$ cat src/hdl/bfa_pkg.sv
// ----------------------------------------------------------------------------
// bfa_pkg
// Shared constants, types and controller/datapath handshake structs for the
// bitmap frame allocator.
// ----------------------------------------------------------------------------
package bfa_pkg;

  // Bitmap geometry
  localparam int MAX_FRAME_COUNT = 32768;
  localparam int MAP_WORDS       = (MAX_FRAME_COUNT + 31) / 32;
  localparam int WORD_AW         = $clog2(MAP_WORDS);
  localparam int WPTR_W          = $clog2(MAP_WORDS + 1);
  localparam int FRAME_IDX_W     = WORD_AW + 5;
  localparam int CNT_W           = $clog2(MAX_FRAME_COUNT + 1);

  // Field widths
  localparam int ADDR_W     = 32;
  localparam int CFG_W      = 32;
  localparam int KB_W       = 22;
  localparam int CNT_OUT_W  = 16;
  localparam int ADDR_OUT_W = 28;

  // Memory layout
  localparam logic [ADDR_W-1:0] MEM_BASE = 32'h0010_0000;
  localparam int FRAME_SHIFT     = 12;
  localparam int FALLBACK_FRAMES = (16 * 1024 * 1024 - 'h100000) / 4096;

  // Width of frame counts before capping
  localparam int SZ_W = ADDR_W - FRAME_SHIFT + 1;

  typedef enum logic [1:0] {
    CMD_ALLOC = 2'd0,
    CMD_FREE  = 2'd1,
    CMD_INIT  = 2'd2,
    CMD_NOP   = 2'd3
  } cmd_t;

  typedef enum logic [1:0] {
    CFG_MEM_SIZE_VALID  = 2'd0,
    CFG_UPPER_MEM_KB    = 2'd1,
    CFG_KERNEL_END_ADDR = 2'd2,
    CFG_UNUSED          = 2'd3
  } cfg_idx_t;

  typedef enum logic [2:0] {
    ST_IDLE,
    ST_INIT_SIZE,
    ST_INIT,
    ST_SCAN,
    ST_FREE_CHK,
    ST_DONE
  } ctrl_state_t;

  // Controller -> datapath commands
  typedef struct packed {
    logic accept;
    logic init_start;
    logic init_size;
    logic init_write;
    logic scan_start;
    logic scan_check;
    logic free_start;
    logic free_check;
    logic resp_load;
  } dp_cmd_t;

  // Datapath -> controller status
  typedef struct packed {
    logic no_free;
    logic free_in_range;
    logic scan_hit;
    logic scan_last;
    logic sweep_done;
    logic out_busy;
  } dp_stat_t;

endpackage

$ cat src/hdl/bfa_ctrl.sv
// ----------------------------------------------------------------------------
// bfa_ctrl
// Command sequencer: accepts a word, steps the datapath through init sweep,
// allocation scan or free read-modify-write, then hands off the result.
// ----------------------------------------------------------------------------
module bfa_ctrl (
  input  logic               clk,
  input  logic               rst,
  input  logic               in_valid,
  output logic               in_ready,
  input  logic [1:0]         cmd,
  input  bfa_pkg::dp_stat_t  stat,
  output bfa_pkg::dp_cmd_t   ctl
);
  import bfa_pkg::*;

  ctrl_state_t state, state_next;
  cmd_t        in_cmd;

  assign in_cmd = cmd_t'(cmd);

  // State register
  always_ff @(posedge clk) begin
    if (rst) begin
      state <= ST_IDLE;
    end else begin
      state <= state_next;
    end
  end

  // Next state
  always_comb begin
    state_next = state;
    unique case (state)
      ST_IDLE: begin
        if (in_valid) begin
          unique case (in_cmd)
            CMD_ALLOC: state_next = stat.no_free ? ST_DONE : ST_SCAN;
            CMD_FREE:  state_next = stat.free_in_range ? ST_FREE_CHK : ST_DONE;
            CMD_INIT:  state_next = ST_INIT_SIZE;
            default:   state_next = ST_DONE;
          endcase
        end
      end
      ST_INIT_SIZE: state_next = ST_INIT;
      ST_INIT: begin
        if (stat.sweep_done) state_next = ST_DONE;
      end
      ST_SCAN: begin
        if (stat.scan_hit || stat.scan_last) state_next = ST_DONE;
      end
      ST_FREE_CHK: state_next = ST_DONE;
      ST_DONE: begin
        if (!stat.out_busy) state_next = ST_IDLE;
      end
      default: state_next = ST_IDLE;
    endcase
  end

  // Command outputs
  always_comb begin
    ctl      = '0;
    in_ready = 1'b0;
    unique case (state)
      ST_IDLE: begin
        in_ready       = 1'b1;
        ctl.accept     = in_valid;
        ctl.init_start = in_valid && (in_cmd == CMD_INIT);
        ctl.scan_start = in_valid && (in_cmd == CMD_ALLOC) && !stat.no_free;
        ctl.free_start = in_valid && (in_cmd == CMD_FREE) && stat.free_in_range;
      end
      ST_INIT_SIZE: ctl.init_size = 1'b1;
      ST_INIT:      ctl.init_write = !stat.sweep_done;
      ST_SCAN:      ctl.scan_check = 1'b1;
      ST_FREE_CHK:  ctl.free_check = 1'b1;
      ST_DONE:      ctl.resp_load = !stat.out_busy;
      default: begin
        ctl      = '0;
        in_ready = 1'b0;
      end
    endcase
  end

endmodule

$ cat config.mk
export PLATFORM = sky130hd
export DESIGN_NAME = bfa_ctrl
export DESIGN_NICKNAME = d
export VERILOG_FILES = /design/src/hdl/bfa_pkg.sv /design/src/hdl/bfa_ctrl.sv
export SDC_FILE = /design/constraint.sdc
export NUM_CORES = 1
export LEC_CHECK = 0
export BUFFER_PORTS_ARGS = -buffer_cell sky130_fd_sc_hd__buf_2
export CAP_MARGIN = 20
export CORE_MARGIN = 5
export CORE_UTILIZATION = 24
export CTS_CLUSTER_SIZE = 14
export DETAILED_ROUTE_END_ITERATION = 16
export GPL_ROUTABILITY_DRIVEN = 0
export PLACE_DENSITY = 0.61
export SLEW_MARGIN = 20
export SYNTH_ARGS = -nofsm -noshare
export SYNTH_HDL_FRONTEND = slang
export SYNTH_SLANG_ARGS = --single-unit
$ cat constraint.sdc
create_clock -name clk -period 1.39 [get_ports clk]
set_input_delay 0.0695 -clock clk [delete_from_list [all_inputs] [get_ports clk]]
set_output_delay 0.0695 -clock clk [all_outputs]
set_load 0.01 [all_outputs]
==> results.txt, run 1 <==
----------------------------------------------------
[Cells and area]
  Antenna diode count ... 0
  Reg with most FFs ... state
  Fin nets ... 82
  Layout overhead on the synthesized area ... 51.8%
  Max reg flops ... 3
  Post-layout util ... 39.9%
  Largest registers ranked by flip-flop count ... state: 3 flops
  Share of cells above drive strength 1 ... 58.6%

[Setup path]
  Type of destination of the critical path ... primary output
  Required @ worst endpoint ... 1320 ps
  Biggest fanout along the worst timing path ... 6
  CP Launch Type ... flop
  Arr. time, crit path ... 1260 ps
  Class of the most critical setup path ... reg2out
  Reg-to-reg slack, setup ... roughly 160 ps

[Power and ir drop]
  Flop pwr share ... between 20% and 30%
  Portion of total power attributed to combinational logic ... around 63%
  Part of the power in the clock network ... 16.2%
  P per Cell Area ... ~1900 nW/µm²
  Total internal power ... between 500 and 600 µW
  Sw Share ... 42.6%
  VDD IR-drop max ... 0.799 mV
  Leakage component of the power ... 0.000271 µW
  Net Sw Power ... 435 µW

[Floorplanning]
  Overall die height ... 48.2 µm
  Number of top-level pins ... 21
  Placeable core area ... 1330 µm²
  Die Footprint ... 2320 µm²
  Chip Width ... 48.2 µm
  Effective utilization at floorplan ... 26.3%
  Standard-cell rows ... 13

[Detailed routing]
  1st-pass router iterations ... 4
  Mean routed wirelength per cell ... between 10 and 15 µm
  Starting DRT DRC Count ... 13
  Total wire length after detailed routing ... 897 µm
  Antenna Nets Post-Route ... 0
  Vias ... 402
  Via-per-instance ratio ... 4.73
  Residual DRC ... 0

[Status]
  Outcome ... finished, final reports clean

[Synth]
  Async set or reset register ratio after synthesis ... 0%
  Number of warnings reported in the yosys synthesis log ... 0
  Number of different library cells in the post-synthesis netlist ... 27
  Post-Synthesis Net Count ... 53
  Part of the Yosys area used for sequential elements ... around 17%
  Cell with the most instances after synthesis ... nor2_1
  Gate count after technology mapping ... 42
  Top FF cell, synth ... dfxtp_1
  Average size of a mapped cell ... 8.34 µm²
  Top-area cell type share of the netlist area ... 17.1%
  Number of synthesized flops with an enable pin ... 0
  Largest cells by area after synthesis ... dfxtp_1 (17%), nor3b_2 (7.1%), buf_6 (6.4%)
  Synth area leader ... dfxtp_1
  Post-synthesis instance area ... 350 µm²
  Commonest cells in the netlist ... nor2_1 (5), dfxtp_1 (3), inv_1 (3)
  Count of state elements after synthesis ... 3

[STA]
  Final hold violation count ... 0
  Period minus WS final ... 1330 ps
  Smallest hold slack ... 43.5 ps
  Fin Clk Skew ... 0.700 ps
  Maximum operating frequency ... ~750 MHz
  Setup-failing EPs final ... 0
  Portion of the clock cycle consumed by the worst path in the final layout ... 95.4%
  Final Max Tran Viols ... 0
  Worst-Margin Slew ... around 310 ps
  Headroom to the max-slew limit ... 79.4%

[Clocking]
  Clock insertion delay at the later pin of the skew report ... 240 ps
  Post-CTS clock slew at the launch and capture registers of the worst setup and hold paths ... roughly 40 ps
  Number of clock sinks seen by CTS ... 3
  Clock buffers created by TritonCTS ... 3
  H-tree depth ... 1
  Clock tree from TritonCTS ... done
  Clock tree root buffer cell ... clkbuf_4
  Maximum number of buffers from clock root to sink ... 2

[Global routing]
  Via count of the first global-routing pass ... 325
  Global-route total usage across every layer ... 8.31%
  Global-route wire length before repair ... between 1000 and 1500 µm
  Antenna violations before repair ... 0
  Largest net degree at the start of global routing ... 12
  Final global-route overflow total ... 0

[Hold path]
  Type of the most critical hold path ... in2reg

[Placed design]
  Number of input and output port buffers inserted ... 20
  Post-DP HPWL ... between 600 and 700 µm

[Run]
  Number of max-capacitance violations reported ... 0

----------------------------------------------------
## metal layers
metal | global-route usage [%] | vias to the layer above | part of all wire (%)
met5 | 0 | - | 0
met4 | 6.45 | 0 | 2.5
met3 | 2.21 | 3 | 9.7
met2 | 10.9 | 16 | 46
met1 | 11.2 | 176 | 42
li1 | - | 207 | -
## power by group through the flow
stage / Combinational (µW) / Clock (µW) / Sequential (µW)
5_1_grt: 726 / 175 / 223
4_1_cts: 579 / 173 / 185
3_5_place_dp: 510 / 0 / 216
2_1_floorplan: 463 / 0 / 147
3_3_place_gp: 516 / 0 / 213
6_report: 644 / 166 / 213
## worst max-delay path: stages, from the launching register on
cell     delay [ps]
dfxtp_1         300
buf_6           120
nor3_4          190
nand2_2          90
nor3b_2         160
buf_2           140
## path summary, 6_finish.rpt
check	start	endpoint	cells past startpoint
min reg2reg	state[2]	state[2]	2
min	rst	state[2]	2
max	state[1]	ctl[7]	5
max reg2reg	state[0]	state[0]	5
## what timing repair did
action | CTS | global route
pin swaps | 2 | 3
endpoints found under the setup margin | 4 | 5
hold buffers | 0 | 0
gates resized for setup | 3 | 2
buffers inserted | 1 | 5
## layout by cell type, fill, tap and decap left out, types with 2 or more instances in the layout
cell,synthesis,final
nor2_1,5,5
nor3b_2,2,2
nand3b_1,2,2
buf_4,0,6
nand2b_1,2,2
inv_1,3,3
a21oi_1,2,2
clkbuf_4,0,3
buf_2,1,20
and2_1,2,2
## metrics by stage
step | area, µm² | power [µW] | setup WS [ps] | setup TNS, ps | cells
finish | 532 | 1020 | 64.5 | 0 | 85
global route | 532 | 1120 | -4.27 | -4.27 | 85
CTS | 497 | 937 | 3.41 | 0 | 81
detailed placement | 457 | 726 | 131 | 0 | 76
global placement | 457 | 729 | 157 | 0 | 76
floorplan | 350 | 611 | 274 | 0 | 42
## logic make-up (layout without fill, tap and decap cells)
logic type	after synthesis	in the layout	share of synthesized area (%)
buffers and inverters	6	34	11.1
AOI/OAI and AO/OA	10	10	25.0
and+or+nand+nor	22	22	43.9
muxes	1	1	2.86
DFF	3	3	17.1
## final cells by class
class / count / area, µm²
timing repair buffer: 27 / 156
multi-input combinational: 33 / 254
fill: 138 / 802
clock buffer: 4 / 26.3
tap: 15 / 18.8
inverter: 3 / 11.3
sequential: 3 / 65.1
Power figures use the tool's default switching activity.
==> run 2, diff against run 1 <==
--- a/config.mk
+++ b/config.mk
@@ -7,12 +7,12 @@
 export LEC_CHECK = 0
 export BUFFER_PORTS_ARGS = -buffer_cell sky130_fd_sc_hd__buf_2
 export CAP_MARGIN = 20
-export CORE_MARGIN = 5
-export CORE_UTILIZATION = 24
+export CORE_AREA = 5 5 42 44
 export CTS_CLUSTER_SIZE = 14
 export DETAILED_ROUTE_END_ITERATION = 16
+export DIE_AREA = 0 0 47 49
 export GPL_ROUTABILITY_DRIVEN = 0
-export PLACE_DENSITY = 0.61
+export PLACE_DENSITY = 0.62
 export SLEW_MARGIN = 20
 export SYNTH_ARGS = -nofsm -noshare
 export SYNTH_HDL_FRONTEND = slang
==> results.txt, run 2 (synthesized netlist as in run 1, its figures left out) <==
----------------------------------------------------
[STA]
  Headroom to the max-slew limit ... 76.9% (was 79.4%)
  Portion of the clock cycle consumed by the worst path in the final layout ... 96.3% (was 95.4%)
  Unrepaired setup endpoints after global routing ... true
  Final hold violation count ... 0 (unchanged)
  Maximum operating frequency ... 747 MHz (was 754 MHz)
  Setup-failing EPs final ... 0 (unchanged)
  Final Worst Setup Slack ... 51.9 ps (was 64.5 ps)
  Final Max Tran Viols ... 0 (unchanged)
  Period minus WS final ... 1340 ps (was 1330 ps)
  Smallest hold slack ... 72.7 ps (was 43.5 ps)
  Worst-Margin Slew ... 342 ps (was 306 ps)
  Fin Clk Skew ... 0.898 ps (was 0.700 ps)

[Power and ir drop]
  Post-route total power ... 924 µW (was 1020 µW)
  Flop pwr share ... 26.0% (was 20.8%)
  Part of the power in the clock network ... 16.8% (was 16.2%)
  Total internal power ... 516 µW (was 587 µW)
  Portion of total power attributed to combinational logic ... 57.2% (was 63.0%)
  Leakage component of the power ... 0.000251 µW (was 0.000271 µW)
  P per Cell Area ... 1840 nW/µm² (was 1920 nW/µm²)
  VDD IR-drop max ... 0.944 mV (was 0.799 mV)
  Sw Share ... 44.2% (was 42.6%)
  Net Sw Power ... 408 µW (was 435 µW)

[Global routing]
  Met2 global-route usage ... 13.6% (was 10.9%)
  Global-route met3 utilization ... 1.11% (was 2.21%)
  Antenna violations before repair ... 0 (unchanged)
  Global-route wire length before repair ... 1490 µm (was 1300 µm)
  Final global-route overflow total ... 0 (unchanged)
  Global-route total usage across every layer ... 8.67% (was 8.31%)
  Largest net degree at the start of global routing ... 12 (unchanged)
  Via count of the first global-routing pass ... 366 (was 325)
  Routing usage on met1 ... 10.6% (was 11.2%)
  Most crowded layer after global routing ... met2 (was met1)

[Floorplanning]
  Die Footprint ... 2300 µm² (was 2320 µm²)
  Placeable core area ... 1400 µm² (was 1330 µm²)
  Standard-cell rows ... 14 (was 13)
  Chip Width ... 47 µm (was 48.2 µm)
  Effective utilization at floorplan ... 25.0% (was 26.3%)
  Overall die height ... 49 µm (was 48.2 µm)
  Number of top-level pins ... 21 (unchanged)

[Setup path]
  Arr. time, crit path ... 1270 ps (was 1260 ps)
  Cell type of the slowest stage on the worst timing path ... dfxtp_4 (was dfxtp_1)
  CP Launch Type ... flop (unchanged)
  Required @ worst endpoint ... 1320 ps (about the same)
  Biggest fanout along the worst timing path ... 6 (unchanged)
  Type of destination of the critical path ... primary output (unchanged)
  CP Cell Sequence ... buf_4 > nor3_4 > nand2_2 > nor3b_2 > buf_2 (was buf_6 > nor3_4 > nand2_2 > nor3b_2 > buf_2)
  Class of the most critical setup path ... reg2out (unchanged)
  Crit-path max cell delay ... 360 ps (was 300 ps)

[Cells and area]
  Footprint of the multi-input gates ... 256 µm² (was 254 µm²)
  Antenna diode count ... 0 (unchanged)
  Filler instances ... 160 (was 138)
  Footprint of the flip-flops and latches ... 66.3 µm² (was 65.1 µm²)
  Share of cells above drive strength 1 ... 59.1% (was 58.6%)
  Final non-filler cell total ... 82 (was 85)
  Reg with most FFs ... state (unchanged)
  Max reg flops ... 3 (unchanged)
  Post-layout util ... 35.9% (was 39.9%)
  Most frequent cells in the layout ... buf_2 (20), nor2_1 (5), inv_1 (3), clkbuf_4 (3), buf_4 (3) (was buf_2 (20), buf_4 (6), nor2_1 (5), inv_1 (3), clkbuf_4 (3))
  Largest registers ranked by flip-flop count ... state: 3 flops (unchanged)
  Leading cell type in the layout, fill and taps excluded ... buf_2 (unchanged)
  Layout overhead on the synthesized area ... 43.6% (was 51.8%)
  Fin nets ... 78 (was 82)

[Clocking]
  Clock insertion delay at the later pin of the skew report ... 230 ps (was 240 ps)
  Clock tree from TritonCTS ... done (unchanged)
  H-tree depth ... 1 (unchanged)
  Clock tree root buffer cell ... clkbuf_4 (unchanged)
  Number of clock sinks seen by CTS ... 3 (unchanged)
  Post-CTS setup buffer count ... 0 (was 1)
  Clock buffers created by TritonCTS ... 3 (unchanged)
  Maximum number of buffers from clock root to sink ... 2 (unchanged)
  Post-CTS clock slew at the launch and capture registers of the worst setup and hold paths ... 40 ps (about the same)

[Placed design]
  Number of input and output port buffers inserted ... 20 (unchanged)
  Post-DP HPWL ... 691 µm (was 661 µm)
  Placement Setup Slack ... 157 ps (was 131 ps)
  Placed instance count ... 78 (was 76)

[Run]
  Number of max-capacitance violations reported ... 0 (unchanged)

[Hold path]
  Type of the most critical hold path ... in2reg (unchanged)

[Detailed routing]
  Total wire length after detailed routing ... 858 µm (was 897 µm)
  Residual DRC ... 0 (unchanged)
  1st-pass router iterations ... 4 (unchanged)
  Starting DRT DRC Count ... 5 (was 13)
  Mean routed wirelength per cell ... 10.5 µm (was 10.6 µm)
  Antenna Nets Post-Route ... 0 (unchanged)
  Vias ... 378 (was 402)
  Via-per-instance ratio ... 4.61 (was 4.73)

[Status]
  Outcome ... finished, final reports clean (unchanged)

----------------------------------------------------
-- run 2: changes by cell type in the layout (fill, tap and decap cells not counted), sizes merged --
cell,previous run,this run
buf,27,23
-- run 2: per-stage QoR --
stage | instance area [µm²] | TNS, ps
after floorplan | 350 | 0
after global placement | 465 | 0
after detailed placement | 465 | 0
after CTS | 500 | 0
after global routing | 503 | -43.4
final | 503 | 0
-- run 2: worst paths after layout --
| kind | endpoint | slack (ps) | startpoint | depth (start not counted) |
|---|---|---|---|---|
| worst min register to register | state[2] | 640 | state[2] | 2 |
| worst max-delay path | ctl[7] | 50 | state[0] | 5 |
| worst min-delay path | state[2] | 70 | rst | 2 |
| worst max register to register | state[0] | 310 | state[2] | 4 |
-- run 2: timing repair --
item                                    4_1_cts  5_1_grt
hold buffers                                  0        0
pin swaps                                     2        0
gates cloned                                  0        0
gates resized for setup                       4        2
endpoints found under the setup margin        4        4
-- run 2: per-layer routing --
metal | wire length, µm | vias to the layer above | part of all wire (%)
li1 | - | 195 | -
met1 | 355 | 170 | 41
met2 | 438 | 11 | 51
met3 | 50 | 2 | 5.8
met4 | 14 | 0 | 1.6
met5 | 0 | - | 0
-- run 2: cell type report --
| class | count | share of cell area, % |
|---|---|---|
| Tap cell | 16 | 3.98 |
| Timing Repair Buffer | 23 | 24.4 |
| Multi-Input combinational cell | 33 | 51.0 |
| Sequential cell | 3 | 13.2 |
| Clock buffer | 4 | 5.22 |
| Inverter | 3 | 2.24 |
-- run 2: power by group through the flow --
| stage | Clock, µW | Sequential (µW) | Combinational (µW) |
|---|---|---|---|
| global route | 170 | 252 | 596 |
| global placement | 0 | 221 | 529 |
| floorplan | 0 | 147 | 463 |
| detailed placement | 0 | 222 | 528 |
| finish | 155 | 240 | 529 |
| CTS | 164 | 235 | 537 |
-- run 2: critical path: cells and delay by family (launching register included) --
kind | cells | cell delay [ps]
AND/OR/NAND/NOR | 3 | 380
flip-flops | 1 | 360
buffers and inverters | 2 | 290
